[config.mk]
export PLATFORM = sky130hd
export DESIGN_NAME = prvc_chan_state
export DESIGN_NICKNAME = d
export VERILOG_FILES = /design/src/rtl/prvc_pkg.sv /design/src/rtl/prvc_chan_state.sv
export SDC_FILE = /design/constraint.sdc
export NUM_CORES = 1
export LEC_CHECK = 0
export BUFFER_PORTS_ARGS = -buffer_cell sky130_fd_sc_hd__buf_4
export CORE_ASPECT_RATIO = 1.75
export CORE_MARGIN = 2
export CORE_UTILIZATION = 50
export DETAILED_ROUTE_END_ITERATION = 6
export GPL_TIMING_DRIVEN = 0
export PLACE_DENSITY = 0.68
export SLEW_MARGIN = 20
export SYNTH_ARGS = -nofsm -noshare
export SYNTH_HDL_FRONTEND = slang
export SYNTH_SLANG_ARGS = --single-unit
[constraint.sdc]
create_clock -name clk -period 1.8 [get_ports clk]
set_input_delay 0.27 -clock clk [delete_from_list [all_inputs] [get_ports clk]]
set_output_delay 0.27 -clock clk [all_outputs]
set_load 0.01 [all_outputs]
[src/rtl/prvc_pkg.sv]
// Shared constants, types and channel table for the regulator voltage control block.
package prvc_pkg;

    // Defaults for the top-level parameters
    localparam int NUM_CHANNELS_DEF = 10;
    localparam int CODE_BITS_DEF    = 8;

    // Fixed field widths
    localparam int FUNC_W     = 3;
    localparam int CHAN_W     = 4;
    localparam int VOLT_IN_W  = 22;
    localparam int INDEX_W    = 8;
    localparam int STATUS_W   = 2;
    localparam int SEL_W      = 9;
    localparam int VOLT_OUT_W = 25;
    localparam int STEP_W     = 17;
    localparam int SHIFT_W    = 3;
    localparam int MASK_W     = 8;

    // Rows present in the channel table
    localparam int TABLE_ROWS = 10;

    // APB configuration port
    localparam int APB_ADDR_W = 3;
    localparam int APB_DATA_W = 32;
    localparam logic REG_SUSPENDED = 1'b0;

    // Every step is 3125 uV times a power of two
    localparam int DIV_BASE    = 3125;
    localparam int DIV_IN_W    = 20;
    localparam int RECIP_SHIFT = 32;
    localparam int RECIP_W     = 21;
    localparam longint unsigned RECIP_FULL =
        ((64'd1 << RECIP_SHIFT) + 64'(DIV_BASE) - 64'd1) / 64'(DIV_BASE);
    localparam logic [RECIP_W-1:0] RECIP_MULT = RECIP_W'(RECIP_FULL);

    // Buck channels
    localparam logic [VOLT_IN_W-1:0] BUCK_MIN_UV     = 22'd600000;
    localparam logic [VOLT_IN_W-1:0] BUCK_MAX_UV     = 22'd3600000;
    localparam logic [STEP_W-1:0]    BUCK_STEP_UV    = 17'd12500;
    localparam logic [SHIFT_W-1:0]   BUCK_STEP_SHIFT = 3'd2;
    localparam logic [MASK_W-1:0]    BUCK_MASK       = 8'hff;

    // Small LDO channel
    localparam logic [VOLT_IN_W-1:0] SLDO_MIN_UV     = 22'd700000;
    localparam logic [VOLT_IN_W-1:0] SLDO_MAX_UV     = 22'd3800000;
    localparam logic [STEP_W-1:0]    SLDO_STEP_UV    = 17'd100000;
    localparam logic [SHIFT_W-1:0]   SLDO_STEP_SHIFT = 3'd5;
    localparam logic [MASK_W-1:0]    SLDO_MASK       = 8'h1f;

    // LDO channels
    localparam logic [VOLT_IN_W-1:0] LDO_MIN_UV      = 22'd700000;
    localparam logic [VOLT_IN_W-1:0] LDO_MAX_UV      = 22'd3400000;
    localparam logic [STEP_W-1:0]    LDO_STEP_UV     = 17'd25000;
    localparam logic [SHIFT_W-1:0]   LDO_STEP_SHIFT  = 3'd3;
    localparam logic [MASK_W-1:0]    LDO_MASK        = 8'h7f;

    typedef enum logic [FUNC_W-1:0] {
        FN_SET     = 3'd0,
        FN_GET     = 3'd1,
        FN_LIST    = 3'd2,
        FN_ENABLE  = 3'd3,
        FN_DISABLE = 3'd4
    } func_t;

    typedef enum logic [STATUS_W-1:0] {
        ST_OK    = 2'd0,
        ST_RANGE = 2'd1,
        ST_BUSY  = 2'd2,
        ST_BADCH = 2'd3
    } status_t;

    typedef struct packed {
        logic [VOLT_IN_W-1:0] lo_uv;
        logic [VOLT_IN_W-1:0] hi_uv;
        logic [STEP_W-1:0]    step_uv;
        logic [SHIFT_W-1:0]   step_shift;
        logic [MASK_W-1:0]    mask;
    } chan_row_t;

    typedef struct packed {
        logic [FUNC_W-1:0]    func;
        logic [CHAN_W-1:0]    channel;
        logic [VOLT_IN_W-1:0] min_volt;
        logic [VOLT_IN_W-1:0] max_volt;
        logic [INDEX_W-1:0]   list_index;
    } req_t;

    typedef struct packed {
        status_t               status;
        logic [SEL_W-1:0]      selector;
        logic [VOLT_OUT_W-1:0] voltage;
        logic                  enabled;
    } rsp_t;

    // Channel state update request
    typedef struct packed {
        logic code_we;
        logic en_we;
        logic en_val;
    } upd_t;

    // Look up the fixed row of a channel
    function automatic chan_row_t chan_row_lookup(input logic [CHAN_W-1:0] ch);
        chan_row_t row;
        case (ch) inside
            [4'd0:4'd2]:
            begin
                row = '{lo_uv: BUCK_MIN_UV, hi_uv: BUCK_MAX_UV, step_uv: BUCK_STEP_UV,
                        step_shift: BUCK_STEP_SHIFT, mask: BUCK_MASK};
            end
            4'd3:
            begin
                row = '{lo_uv: SLDO_MIN_UV, hi_uv: SLDO_MAX_UV, step_uv: SLDO_STEP_UV,
                        step_shift: SLDO_STEP_SHIFT, mask: SLDO_MASK};
            end
            default:
            begin
                row = '{lo_uv: LDO_MIN_UV, hi_uv: LDO_MAX_UV, step_uv: LDO_STEP_UV,
                        step_shift: LDO_STEP_SHIFT, mask: LDO_MASK};
            end
        endcase
        return row;
    endfunction

endpackage

[src/rtl/prvc_chan_state.sv]
// Per-channel enable flags and stored voltage codes.
module prvc_chan_state
    import prvc_pkg::*;
#(
    parameter int NUM_CHANNELS = NUM_CHANNELS_DEF,
    parameter int CODE_BITS    = CODE_BITS_DEF
) (
    input  logic                 clk,
    input  logic                 rst_n,
    input  logic [CHAN_W-1:0]    channel,
    input  logic                 wr_en,
    input  upd_t                 upd,
    input  logic [CODE_BITS-1:0] code_new,
    output logic                 en_cur,
    output logic [CODE_BITS-1:0] code_cur
);

    logic                 en_reg   [NUM_CHANNELS];
    logic [CODE_BITS-1:0] code_reg [NUM_CHANNELS];

    // Select the addressed channel
    always_comb
    begin
        en_cur   = 1'b0;
        code_cur = '0;
        for (int i = 0; i < NUM_CHANNELS; i++)
        begin
            if (channel == CHAN_W'(i))
            begin
                en_cur   = en_reg[i];
                code_cur = code_reg[i];
            end
        end
    end

    // Write the addressed channel when the step retires
    always_ff @(posedge clk or negedge rst_n)
    begin
        if (!rst_n)
        begin
            for (int i = 0; i < NUM_CHANNELS; i++)
            begin
                en_reg[i]   <= 1'b0;
                code_reg[i] <= '0;
            end
        end
        else
        begin
            for (int i = 0; i < NUM_CHANNELS; i++)
            begin
                if (wr_en && (channel == CHAN_W'(i)))
                begin
                    if (upd.en_we)
                    begin
                        en_reg[i] <= upd.en_val;
                    end
                    if (upd.code_we)
                    begin
                        code_reg[i] <= code_new;
                    end
                end
            end
        end
    end

endmodule

==> out/results.tsv <==
metric	value	unit
status	complete, but fails checks	
violations	hold timing, setup timing	
overflow	0	
largest_register_ffs	80	
vias	2912	
final_util	59.2	%
grt_pass1_vias	3173	
final_nets	387	
grt_setup_unrepaired	true	
path_delay_family	compound AO/OA/AOI/OAI gates	
cts.clk_slew.worst_paths	0.06	ns
antenna_cells	0	
holdBufCountCts	0	
hold_path.class	input port to asynchronous set/reset pin	
crit_type	flip-flop to primary output	
critPathMaxStageDelay	0.56	ns
setup_viol	9	
cp_slowest_cell	a222oi_1	
ys.flop_type	dfrtp_1	
synth-edff-count	0	
crit_path_max_fanout	2	
drv_slew	0	
multiInputGateArea	0.00216	sq mm
area_growth	15.5	%
place.gp.congestion	0.839	
cts_root_buf	clkbuf_16	
ff2ff_path_depth	1	
required	1.53	ns
portBuffers	16	
whs	-0.0136	ns
hold_violations	7	
drv_cap	0	
setup_ws	-0.365	ns
fp.coreArea	0.00867	sq mm
first_pass_iters	4	
drt-total-wl	10.8	mm
grt_use_total	24.9	%
fin_skew	0	ns
hpwl	7.37	mm
vias_per_cell	5.93	
max-vdd-ir-drop	655	uV
cts_tree	built	
ant_nets	0	
ys_seq_area_share	50.7	%
reg2reg_from	code_reg[61]$_DFFE_PN0P_	
die_h	129	um
relSlewSlack	45.2	%
cts.sinks	90	
synthArstFlopShare	100	%
start_kind	flip-flop	
cellPowerDensity	1050	mW/mm^2
p_leak	2.26	nW
insertion_delay	0.34	ns
fmax	462	MHz
drive_gt1_share	45.7	%
cp.arrival	1.89	ns
grt_pass1_wl	17.1	mm
worst_pin_slew	0.822	ns
min_period	2.16	ns
min_period_over_period	120	%
postSynthCellCount	342	
io_pins	27	
nFillCells	761	
yosys_warnings	0	
cp-end-kind	primary output	
postSynthAreaPerCell	13.0	sq um
grt_max_degree	91	
htree_levels	3	
syn_nets	360	
antenna_found_initial	0	
route.detailed.drc	0	
syn_area	0.00444	sq mm
worstPathCellList	mux2_4, a222oi_1, o221ai_1, buf_4	
die_area	0.00969	sq mm
rows	45	
p_total	5.38	mW
r2r_setup_slack	1.01	ns
initial_core_util	51.2	%
pre_cts_slack	-0.488	ns
seq_area	0.00225	sq mm
reg2reg_to	code_reg[61]$_DFFE_PN0P_	
drtIter0Drc	211	
numCtsBuffers	9	
post_drt_wl_per_cell	21.9	um
setup_tns	-2.17	ns
synth_seq_cells	90	
crit_buf_inv	1	
yosysUniqueCellTypes	48	
dieWidth	75.3	um
cts.path.max_buffers	2	
metal layers:
layer / part of all wire (%) / vias up / track usage, %
li1: - / 1309 / -
met1: 38 / 1503 / 28.3
met2: 55 / 78 / 43.4
met3: 4.3 / 22 / 4.78
met4: 3.5 / 0 / 12.2
met5: 0 / - / 0
placed cells by master, fill, tap and decap left out, drive strengths merged, types with 2 or more instances in the layout:
cell type  netlist  routed
o22ai            2       2
nor4             2       2
o21ai            4       4
dfrtp           90      90
nand2           18      18
nor2            20      20
nor3             7       7
nor2b            3       3
o2bb2ai          5       5
a21oi            4       4
a222oi           6       6
clkbuf           0      16
nand3b           2       2
mux2           100     100
nand3            4       4
a22oi            2       2
mux2i           12      12
nand2b           6       6
inv              3       3
nor3b            2       2
o21a             6       6
a21o             2       2
mux4             2       2
o221ai           6       6
buf             22      37
worst max path at each step:
stage | start | to | slack (ns) | cells after the start
detailed placement | channel[1] | code_cur[2] | -0.49 | 6
global placement | channel[0] | code_cur[2] | -0.52 | 7
finish | code_reg[74]$_DFFE_PN0P_ | code_cur[2] | -0.36 | 4
global route | code_reg[66]$_DFFE_PN0P_ | code_cur[2] | -0.39 | 4
CTS | code_reg[74]$_DFFE_PN0P_ | code_cur[2] | -0.44 | 4
floorplan | channel[2] | code_cur[6] | 0.11 | 5
synthesized netlist by cell type, drive strengths merged, types with 3 or more instances:
master	n	share of area, %
o2bb2ai	5	0.99
nand3	4	0.56
nor3	7	1.4
o21a	6	1.0
o21ai	4	0.45
inv	3	0.25
a21oi	4	0.45
mux2	100	25
a222oi	6	1.4
o221ai	6	1.2
nand2	18	1.7
dfrtp	90	51
nand2b	6	1.0
mux2i	12	2.7
nor2	20	2.2
nor2b	3	0.42
buf	22	2.6
final cells by class:
| cell class | instances | area share (%) |
|---|---|---|
| Sequential cell | 90 | 43.9 |
| Multi-Input combinational cell | 227 | 42.0 |
| Clock buffer | 15 | 5.41 |
| Tap cell | 117 | 2.85 |
| Buffer | 21 | 2.83 |
| Timing Repair Buffer | 17 | 2.63 |
| Inverter | 3 | 0.219 |
| Clock inverter | 1 | 0.146 |
power breakdown:
group / leakage (nW) / switching (mW) / internal (mW)
registers: 1.15 / 0.209 / 2.42
logic: 0.970 / 0.423 / 0.534
clock network: 0.136 / 0.742 / 1.05
total: 2.26 / 1.37 / 4.00
stage by stage:
stage          hold WS (ns)  instances  instance area (sq um)
2_1_floorplan       -0.0256        342                   4440
3_3_place_gp          0.468        475                   4710
3_5_place_dp          0.481        475                   4710
4_1_cts               0.196        491                   5080
5_1_grt              0.0605        491                   5130
6_report            -0.0136        491                   5130
timing repair:
| item | 4_1_cts | 5_1_grt |
|---|---|---|
| buffers inserted | 1 | 0 |
| endpoints found under the setup margin | 9 | 9 |
| gates resized for setup | 26 | 10 |
| pin swaps | 17 | 5 |
cell families after synthesis:
family	count (synthesis)	synth area share (%)
AO/OA/AOI/OAI	44	7.83
buffers and inverters	25	2.82
flip-flops	90	50.7
multiplexers	114	29.1
AND/OR/NAND/NOR	69	9.60
Note: power is estimated with default switching activity, not from simulation.
