$ cat config.mk
export PLATFORM = sky130hd
export DESIGN_NAME = prvc_exec
export DESIGN_NICKNAME = d
export VERILOG_FILES = /design/src/rtl/prvc_pkg.sv /design/src/rtl/prvc_exec.sv
export SDC_FILE = /design/constraint.sdc
export NUM_CORES = 1
export LEC_CHECK = 0
export BUFFER_PORTS_ARGS = -buffer_cell sky130_fd_sc_hd__buf_4
export CAP_MARGIN = 15
export CELL_PAD_IN_SITES_DETAIL_PLACEMENT = 2
export CELL_PAD_IN_SITES_GLOBAL_PLACEMENT = 2
export CORE_ASPECT_RATIO = 1.2
export CORE_UTILIZATION = 40
export DETAILED_ROUTE_END_ITERATION = 16
export PLACE_DENSITY = 0.88
export SYNTH_ARGS = -nofsm -noshare
export SYNTH_HDL_FRONTEND = slang
export SYNTH_SLANG_ARGS = --single-unit
export TNS_END_PERCENT = 10
$ cat constraint.sdc
create_clock -name vclk -period 12.25
set_input_delay 1.225 -clock vclk [all_inputs]
set_output_delay 1.225 -clock vclk [all_outputs]
set_load 0.05 [all_outputs]
$ cat src/rtl/prvc_pkg.sv
// Shared constants, types and channel table for the regulator voltage control block.
package prvc_pkg;

    // Defaults for the top-level parameters
    localparam int NUM_CHANNELS_DEF = 10;
    localparam int CODE_BITS_DEF    = 8;

    // Fixed field widths
    localparam int FUNC_W     = 3;
    localparam int CHAN_W     = 4;
    localparam int VOLT_IN_W  = 22;
    localparam int INDEX_W    = 8;
    localparam int STATUS_W   = 2;
    localparam int SEL_W      = 9;
    localparam int VOLT_OUT_W = 25;
    localparam int STEP_W     = 17;
    localparam int SHIFT_W    = 3;
    localparam int MASK_W     = 8;

    // Rows present in the channel table
    localparam int TABLE_ROWS = 10;

    // APB configuration port
    localparam int APB_ADDR_W = 3;
    localparam int APB_DATA_W = 32;
    localparam logic REG_SUSPENDED = 1'b0;

    // Every step is 3125 uV times a power of two
    localparam int DIV_BASE    = 3125;
    localparam int DIV_IN_W    = 20;
    localparam int RECIP_SHIFT = 32;
    localparam int RECIP_W     = 21;
    localparam longint unsigned RECIP_FULL =
        ((64'd1 << RECIP_SHIFT) + 64'(DIV_BASE) - 64'd1) / 64'(DIV_BASE);
    localparam logic [RECIP_W-1:0] RECIP_MULT = RECIP_W'(RECIP_FULL);

    // Buck channels
    localparam logic [VOLT_IN_W-1:0] BUCK_MIN_UV     = 22'd600000;
    localparam logic [VOLT_IN_W-1:0] BUCK_MAX_UV     = 22'd3600000;
    localparam logic [STEP_W-1:0]    BUCK_STEP_UV    = 17'd12500;
    localparam logic [SHIFT_W-1:0]   BUCK_STEP_SHIFT = 3'd2;
    localparam logic [MASK_W-1:0]    BUCK_MASK       = 8'hff;

    // Small LDO channel
    localparam logic [VOLT_IN_W-1:0] SLDO_MIN_UV     = 22'd700000;
    localparam logic [VOLT_IN_W-1:0] SLDO_MAX_UV     = 22'd3800000;
    localparam logic [STEP_W-1:0]    SLDO_STEP_UV    = 17'd100000;
    localparam logic [SHIFT_W-1:0]   SLDO_STEP_SHIFT = 3'd5;
    localparam logic [MASK_W-1:0]    SLDO_MASK       = 8'h1f;

    // LDO channels
    localparam logic [VOLT_IN_W-1:0] LDO_MIN_UV      = 22'd700000;
    localparam logic [VOLT_IN_W-1:0] LDO_MAX_UV      = 22'd3400000;
    localparam logic [STEP_W-1:0]    LDO_STEP_UV     = 17'd25000;
    localparam logic [SHIFT_W-1:0]   LDO_STEP_SHIFT  = 3'd3;
    localparam logic [MASK_W-1:0]    LDO_MASK        = 8'h7f;

    typedef enum logic [FUNC_W-1:0] {
        FN_SET     = 3'd0,
        FN_GET     = 3'd1,
        FN_LIST    = 3'd2,
        FN_ENABLE  = 3'd3,
        FN_DISABLE = 3'd4
    } func_t;

    typedef enum logic [STATUS_W-1:0] {
        ST_OK    = 2'd0,
        ST_RANGE = 2'd1,
        ST_BUSY  = 2'd2,
        ST_BADCH = 2'd3
    } status_t;

    typedef struct packed {
        logic [VOLT_IN_W-1:0] lo_uv;
        logic [VOLT_IN_W-1:0] hi_uv;
        logic [STEP_W-1:0]    step_uv;
        logic [SHIFT_W-1:0]   step_shift;
        logic [MASK_W-1:0]    mask;
    } chan_row_t;

    typedef struct packed {
        logic [FUNC_W-1:0]    func;
        logic [CHAN_W-1:0]    channel;
        logic [VOLT_IN_W-1:0] min_volt;
        logic [VOLT_IN_W-1:0] max_volt;
        logic [INDEX_W-1:0]   list_index;
    } req_t;

    typedef struct packed {
        status_t               status;
        logic [SEL_W-1:0]      selector;
        logic [VOLT_OUT_W-1:0] voltage;
        logic                  enabled;
    } rsp_t;

    // Channel state update request
    typedef struct packed {
        logic code_we;
        logic en_we;
        logic en_val;
    } upd_t;

    // Look up the fixed row of a channel
    function automatic chan_row_t chan_row_lookup(input logic [CHAN_W-1:0] ch);
        chan_row_t row;
        case (ch) inside
            [4'd0:4'd2]:
            begin
                row = '{lo_uv: BUCK_MIN_UV, hi_uv: BUCK_MAX_UV, step_uv: BUCK_STEP_UV,
                        step_shift: BUCK_STEP_SHIFT, mask: BUCK_MASK};
            end
            4'd3:
            begin
                row = '{lo_uv: SLDO_MIN_UV, hi_uv: SLDO_MAX_UV, step_uv: SLDO_STEP_UV,
                        step_shift: SLDO_STEP_SHIFT, mask: SLDO_MASK};
            end
            default:
            begin
                row = '{lo_uv: LDO_MIN_UV, hi_uv: LDO_MAX_UV, step_uv: LDO_STEP_UV,
                        step_shift: LDO_STEP_SHIFT, mask: LDO_MASK};
            end
        endcase
        return row;
    endfunction

endpackage

$ cat src/rtl/prvc_exec.sv
// Request evaluation: range check, selector division and voltage calculation.
module prvc_exec
    import prvc_pkg::*;
#(
    parameter int NUM_CHANNELS = NUM_CHANNELS_DEF,
    parameter int CODE_BITS    = CODE_BITS_DEF
) (
    input  req_t                 req,
    input  logic                 suspended,
    input  logic                 en_cur,
    input  logic [CODE_BITS-1:0] code_cur,
    output rsp_t                 rsp,
    output upd_t                 upd,
    output logic [CODE_BITS-1:0] code_new
);

    chan_row_t                     row;
    logic                          ch_ok;
    logic                          range_bad;
    logic [VOLT_IN_W-1:0]          diff;
    logic [DIV_IN_W-1:0]           div_in;
    logic [DIV_IN_W+RECIP_W-1:0]   prod;
    logic [SEL_W-1:0]              quot;
    logic [INDEX_W-1:0]            mul_op;
    logic [VOLT_OUT_W-1:0]         scaled;
    logic [VOLT_OUT_W-1:0]         read_volt;

    // Channel row and validity
    assign row   = chan_row_lookup(req.channel);
    assign ch_ok = ({1'b0, req.channel} < (CHAN_W+1)'(NUM_CHANNELS))
                && (req.channel < CHAN_W'(TABLE_ROWS));

    // Selector: strip the power of two, then divide by the base step by reciprocal
    assign diff      = req.min_volt - row.lo_uv;
    assign div_in    = DIV_IN_W'(diff >> row.step_shift);
    assign prod      = div_in * RECIP_MULT;
    assign quot      = prod[RECIP_SHIFT +: SEL_W];
    assign range_bad = (req.min_volt < row.lo_uv) || (req.max_volt > row.hi_uv);
    assign code_new  = CODE_BITS'(quot[MASK_W-1:0] & row.mask);

    // Voltage of the stored code or of the listed index
    assign mul_op    = (req.func == FN_GET) ? INDEX_W'(code_cur) : req.list_index;
    assign scaled    = VOLT_OUT_W'(mul_op) * VOLT_OUT_W'(row.step_uv);
    assign read_volt = VOLT_OUT_W'(row.lo_uv) + scaled;

    // Decode the function
    always_comb
    begin
        rsp.status   = ST_OK;
        rsp.selector = '0;
        rsp.voltage  = '0;
        rsp.enabled  = en_cur;
        upd          = '0;
        if (!ch_ok)
        begin
            rsp.status  = ST_BADCH;
            rsp.enabled = 1'b0;
        end
        else
        begin
            case (req.func)
                FN_SET:
                begin
                    if (suspended)
                    begin
                        rsp.status = ST_BUSY;
                    end
                    else if (range_bad)
                    begin
                        rsp.status = ST_RANGE;
                    end
                    else
                    begin
                        rsp.selector = quot;
                        upd.code_we  = 1'b1;
                    end
                end
                FN_GET, FN_LIST:
                begin
                    rsp.voltage = read_volt;
                end
                FN_ENABLE:
                begin
                    upd.en_we   = 1'b1;
                    upd.en_val  = 1'b1;
                    rsp.enabled = 1'b1;
                end
                FN_DISABLE:
                begin
                    upd.en_we   = 1'b1;
                    upd.en_val  = 1'b0;
                    rsp.enabled = 1'b0;
                end
                default:
                begin
                    rsp.status = ST_OK;
                end
            endcase
        end
    end

endmodule

==> results.json, run 1 <==
{
  "global_route.usage.total_pct": 32.2,
  "maxCapViolCount": 0,
  "critical_path.endpoint": "rsp[34]",
  "syn-cell-area_um2": 12500,
  "areaGrowthSynthToFinish_pct": 11.6,
  "gr-total-overflow": 0,
  "synth_cells": 1372,
  "wire_length_after_detailed_routing_um": 49000,
  "drive_above_1_share_pct": 10.8,
  "n_sequential_cell": 0,
  "critical_path_arrival_ps": 10590,
  "synth_top_cell_area_share_pct": 35.0,
  "grt_start_max_net_pins": 30,
  "coreArea_um2": 30600,
  "route.detailed.vias_per_inst": 5.66,
  "die_height_um": 195,
  "grt_pass1_wl_um": 76700,
  "final_min_period_over_clock_period_pct": 96.4,
  "postCtsHoldBufs": 0,
  "crit_path_top_delay_cell": "fa_1",
  "port_buffers": 113,
  "max_freq_mhz": 84.7,
  "synthDominantAreaCellType": "fa_1",
  "ioPinCount": 117,
  "worst_setup_path_end_kind": "output port",
  "filler_cell_count": 3359,
  "grt_setup_unrepaired": "no",
  "drv_slew": 0,
  "crit_path_max_fanout": 9,
  "holdPathStages": 4,
  "setup_viol": 0,
  "worst-endpoint-required_ps": 11020,
  "path_class": "input port to output port",
  "multiInputGateArea_um2": 11100,
  "initial_utilization_pct": 40.8,
  "timing.max_slew.rel_slack_pct": 31.5,
  "gp_routability_congestion": 0.883,
  "timing.critical_path.from": "req[53]",
  "nClkBuffers": 0,
  "synth_area_leaders": "fa_1 (35%), ha_1 (30%), inv_1 (10%), nor2_1 (3.0%), xnor2_1 (2.2%)",
  "max_stage_delay_ps": 580,
  "route.antenna.remaining_nets": 0,
  "floorplan.rows": 70,
  "detail_route.iter0.violations": 316,
  "antenna_found_initial": 0,
  "final_net_count": 2076,
  "width_of_the_die_um": 163,
  "floorplan.die_area_um2": 31900,
  "period_minus_slack_ps": 11810,
  "drcViolationCount": 0,
  "synth_warn": 0,
  "timing.hold.worst.class": "input port to output port",
  "synth_cell_types": 57,
  "setup.worst_path.start_class": "input port",
  "avgRoutedWirePerCell_um": 26.0,
  "synth_area_per_cell_um2": 9.08,
  "detailedPlacementHpwl_um": 44900,
  "synth_sequential_area_ratio_pct": 0,
  "number_of_iterations_in_the_first_detailed_routing_pass": 4,
  "worst-slew-pin-transition_ps": 1020,
  "vias": 10667,
  "area.sequential_um2": 0,
  "vias_in_the_first_global_route": 13478,
  "totalNegativeSetupSlack_ps": 0,
  "timing_hold_violations_final": 0,
  "status": "finished, final reports clean"
}
==> through the flow <==
step                worst slack [ps]  area, um2  std cells  hold slack (ps)  utilization, %
finish                           439      13900       1883             2900            45.5
CTS                              138      13900       1881             2900            45.4
global placement                 706      13900       1881             2870            45.4
global route                    43.6      13900       1882             2920            45.5
detailed placement              35.4      13900       1881             2900            45.4
floorplan                        390      12500       1373             2750               -
==> per-layer routing <==
layer | track usage, % | vias to the layer above | wire length (um)
li1 | - | 4677 | -
met1 | 31.1 | 5481 | 16300
met2 | 63.8 | 312 | 27800
met3 | 2.44 | 197 | 1130
met4 | 21.2 | 0 | 3820
met5 | 0 | - | 0
==> cell families (layout without fill, tap and decap cells) <==
logic type | after synthesis | after routing | share of synthesized area (%)
simple gates | 234 | 234 | 8.74
fa+ha+maj | 519 | 519 | 65.3
other cells | 1 | 3 | 0.0301
mux | 11 | 11 | 0.904
xor+xnor | 52 | 52 | 3.66
buf+inv | 355 | 468 | 10.8
compound gates | 200 | 200 | 10.6
==> worst min path at each step <==
stage                     endpoint  slack, ps  startpoint
after global routing        rsp[0]       2920      en_cur
after global placement      rsp[0]       2870      en_cur
after detailed placement    rsp[0]       2900      en_cur
final                       rsp[0]       2900      en_cur
after CTS                   rsp[0]       2900      en_cur
after floorplan             upd[0]       2750     req[57]
==> cell usage after synthesis (5+ instances only) <==
| cell type | count |
|---|---|
| a211oi_1 | 17 |
| nor3_1 | 17 |
| xor2_1 | 21 |
| a21o_1 | 24 |
| nand3_1 | 7 |
| fa_1 | 218 |
| a21oi_1 | 46 |
| o21a_1 | 13 |
| and2_1 | 9 |
| nand2_1 | 48 |
| ha_1 | 301 |
| nand4_1 | 12 |
| o211ai_1 | 9 |
| nor2_1 | 99 |
| xnor2_1 | 31 |
| a31oi_1 | 7 |
| and3_1 | 5 |
| nand2b_1 | 12 |
| inv_1 | 333 |
| mux2i_1 | 9 |
| o21ai_0 | 44 |
| clkbuf_1 | 14 |
| o31ai_1 | 7 |
==> worst max-delay path, delay by kind of cell <==
kind | cells | cell delay [ps]
and+or+nand+nor | 2 | 600
AOI/OAI and AO/OA | 14 | 3900
xor gates and xnor gates | 1 | 200
adders and majority gates | 9 | 3860
buffers and inverters | 7 | 770
==> cells in the final DEF (no fill, tap or decap), types with 12 or more instances in the layout <==
cell / count
inv_1: 331
ha_1: 301
fa_1: 218
buf_4: 132
nor2_1: 98
nand2_1: 48
a21oi_1: 45
o21ai_0: 44
xnor2_1: 31
a21o_1: 24
xor2_1: 21
a211oi_1: 17
nor3_1: 17
o21a_1: 12
nand2b_1: 12
nand4_1: 12
==> timing repair <==
action,in CTS,in global routing
endpoints found under the hold margin,0,0
gates cloned,0,0
setup buffers,0,0
resized for setup,1,5
setup endpoints to repair,1,6
==> layout make-up <==
class	count	area share [%]
Multi-Input combinational cell	1018	80.2
Inverter	335	9.10
Timing Repair Buffer	133	7.16
Tap cell	396	3.56
Antenna cell	1	0.0180
==> run 2: changes to the inputs <==
==> constraint.sdc (replaced) <==
create_clock -name vclk -period 12.25
set_input_delay 0.6125 -clock vclk [all_inputs]
set_output_delay 0.6125 -clock vclk [all_outputs]
set_load 0.05 [all_outputs]
==> results.json, run 2 (same netlist as run 1, synthesis figures left out) <==
{
  "route.antenna.remaining_nets": 0,
  "drcViolationCount": 0,
  "grt_pass1_wl_um": 76800,
  "crit_path_top_delay_cell": "a311oi_1",
  "max_stage_delay_ps": 870,
  "timing_hold_violations_final": 0,
  "gr-total-overflow": 0,
  "multiInputGateArea_um2": 11100,
  "postCtsHoldBufs": 0,
  "vias_in_the_first_global_route": 13428,
  "critical-path-top-cell-by-count": "inv_1",
  "status": "finished, final reports clean",
  "ioPinCount": 117,
  "avgRoutedWirePerCell_um": 26.1,
  "n_sequential_cell": 0,
  "timing.hold.worst.class": "input port to output port",
  "gp_routability_congestion": 0.892,
  "wire_length_after_detailed_routing_um": 49000,
  "worst_setup_path_end_kind": "output port",
  "final_net_count": 2069,
  "drive_above_1_share_pct": 10.1,
  "antenna_found_initial": 1,
  "path_class": "input port to output port",
  "post_cts_resize_count": 0,
  "route.detailed.vias_per_inst": 5.67,
  "grt_setup_unrepaired": "no",
  "timing.max_slew.rel_slack_pct": 14.2,
  "period_minus_slack_ps": 11050,
  "layout_common_cells": "inv_1 (333), ha_1 (301), fa_1 (218)",
  "area.sequential_um2": 0,
  "coreArea_um2": 30600,
  "setup_viol": 0,
  "global_route.usage.total_pct": 32.1,
  "port_buffers": 113,
  "floorplan.rows": 70,
  "die_height_um": 195,
  "post-cts-setup-buffer-count": 0,
  "worst-endpoint-required_ps": 11640,
  "maxCapViolCount": 0,
  "critical_path_arrival_ps": 10430,
  "filler_cell_count": 3416,
  "worst-path-buf-inv": 9,
  "layout_commonest_cell": "inv_1",
  "nClkBuffers": 0,
  "floorplan.die_area_um2": 31900,
  "drv_slew": 0,
  "cp_top_family": "adder cells",
  "final_min_period_over_clock_period_pct": 90.2,
  "detail_route.iter0.violations": 291,
  "number_of_iterations_in_the_first_detailed_routing_pass": 4,
  "totalNegativeSetupSlack_ps": 0,
  "vias": 10636,
  "worst-slew-pin-transition_ps": 1270,
  "detailedPlacementHpwl_um": 44400,
  "initial_utilization_pct": 40.8,
  "areaGrowthSynthToFinish_pct": 11.0,
  "grt_start_max_net_pins": 31,
  "setup.worst_path.start_class": "input port",
  "crit_path_max_fanout": 30,
  "max_freq_mhz": 90.5,
  "width_of_the_die_um": 163
}
## run 2: per-stage QoR
stage | hold slack, ps | instances | area (um2) | util (%) | setup WS [ps]
after CTS | 1690 | 1875 | 13800 | 45.2 | 1270
after global placement | 1650 | 1874 | 13800 | 45.2 | 1930
after floorplan | 1520 | 1373 | 12500 | - | 1610
final | 1690 | 1876 | 13800 | 45.3 | 1200
after detailed placement | 1680 | 1875 | 13800 | 45.2 | 1330
after global routing | 1710 | 1876 | 13800 | 45.3 | 847
## run 2: final timing paths
kind / start / to / slack, ps / cells after the start
max: req[53] / rsp[34] / 1200 / 34
min: req[56] / upd[0] / 1690 / 3
## run 2: cell type report
cell class	instances	area share, %
Multi-Input combinational cell	1018	80.5
Tap cell	396	3.58
Timing Repair Buffer	126	6.82
Inverter	335	9.09
Antenna cell	1	0.0181
## run 2: per-layer routing
metal | up-vias | share of wire, % | GRT usage, %
li1 | 4660 | - | -
met1 | 5435 | 34 | 32.0
met2 | 332 | 55 | 62.4
met3 | 209 | 3.0 | 2.93
met4 | 0 | 7.7 | 20.7
met5 | - | 0 | 0
Power of run 2 is left out: the tool's default activity adds up to more than one toggle a clock period on the data nets, which glitch-free logic cannot reach.
==> run 3: changes to the inputs <==
Settings changed: CORE_UTILIZATION 40 to 37.
==> results.json, run 3 (same netlist as run 1, synthesis figures left out) <==
{
  "status": "finished, final reports clean",
  "final-instance-count-excl-fill": 1933,
  "areaGrowthSynthToFinish_pct": 11.9,
  "coreArea_um2": 33200,
  "gr-total-overflow": 0,
  "timing.max_slew.rel_slack_pct": 27.8,
  "final_net_count": 2073,
  "timing.hold.worst.class": "input port to output port",
  "max_stage_delay_ps": 840,
  "worstHoldEndpoint": "rsp[0]",
  "layout_commonest_cell": "inv_1",
  "postCtsHoldBufs": 0,
  "detail_route.iter0.violations": 327,
  "crit_path_top_delay_cell": "a311oi_1",
  "worst_hold_startpoint": "en_cur",
  "floorplan.rows": 73,
  "nClkBuffers": 0,
  "layout_common_cells": "inv_1 (333), ha_1 (301), fa_1 (218)",
  "global_route.usage.total_pct": 29.5,
  "worst_setup_path_end_kind": "output port",
  "numPlacedInstances": 1932,
  "grt_setup_unrepaired": "no",
  "area.sequential_um2": 0,
  "final_min_period_over_clock_period_pct": 90.3,
  "critical-path-top-cell-by-count": "inv_1",
  "worst-endpoint-required_ps": 11640,
  "width_of_the_die_um": 170,
  "critical_path_arrival_ps": 10450,
  "n_sequential_cell": 0,
  "gp_routability_congestion": 0.851,
  "filler_cell_count": 3624,
  "grt_start_max_net_pins": 31,
  "route.detailed.vias_per_inst": 5.50,
  "crit_path_max_fanout": 30,
  "maxCapViolCount": 0,
  "route.antenna.remaining_nets": 0,
  "timing_hold_violations_final": 0,
  "setup_viol": 0,
  "grt_pass1_wl_um": 76300,
  "path_class": "input port to output port",
  "setup.worst_path.start_class": "input port",
  "port_buffers": 113,
  "antenna_found_initial": 1,
  "avgRoutedWirePerCell_um": 25.2,
  "max_freq_mhz": 90.4,
  "detailedPlacementHpwl_um": 44500,
  "diode_count": 0,
  "floorplan.die_area_um2": 34400,
  "period_minus_slack_ps": 11060,
  "die_height_um": 203,
  "holdPathStages": 4,
  "initial_utilization_pct": 37.6,
  "post-cts-setup-buffer-count": 0,
  "worst-slew-pin-transition_ps": 1080,
  "drive_above_1_share_pct": 10.3,
  "number_of_iterations_in_the_first_detailed_routing_pass": 7,
  "totalNegativeSetupSlack_ps": 0,
  "wire_length_after_detailed_routing_um": 48600,
  "vias": 10631,
  "vias_in_the_first_global_route": 13398,
  "multiInputGateArea_um2": 11100,
  "drcViolationCount": 0,
  "post_cts_resize_count": 0,
  "drv_slew": 0,
  "ioPinCount": 117,
  "hold-worst-slack_ps": 1650
}
==> run 3: cell types whose count changed in the layout (fill, tap and decap cells not counted), sizes merged <==
cell and delta:
buf +4, diode -1
==> run 3: cell type report <==
cell class         instances  share of cell area, %
multi-input cells       1018                   79.9
inverters                335                   9.02
repair buffers           130                   7.06
well taps                450                   4.04
==> run 3: worst max-delay path: cells and delay by family <==
kind,cells,cell delay (ps)
buffers and inverters,9,1300
XOR/XNOR,2,460
AND/OR/NAND/NOR,4,440
AO/OA/AOI/OAI,10,3330
adder cells (fa/ha/maj),9,4280
==> run 3: layer usage <==
layer	track usage [%]	routed length (um)
met4	17.7	3370
met3	3.63	1690
met1	27.9	16100
met2	59.2	27400
met5	0	11
==> run 3: worst max path at each step <==
| stage | from | to | slack, ps |
|---|---|---|---|
| after detailed placement | req[53] | rsp[34] | 1280 |
| after floorplan | req[53] | rsp[30] | 1610 |
| after global placement | req[53] | rsp[34] | 1890 |
| final | req[53] | rsp[34] | 1190 |
| after CTS | req[53] | rsp[34] | 1230 |
| after global routing | req[53] | rsp[34] | 710 |
==> run 3: stage by stage <==
stage                     util (%)  instance area (um2)  setup slack, ps
final                         42.0                13900             1190
after global routing          42.0                13900              713
after CTS                     42.0                13900             1230
after detailed placement      42.0                13900             1280
after global placement        42.0                13900             1890
after floorplan                  -                12500             1610
Power of run 3 is left out for the same reason.
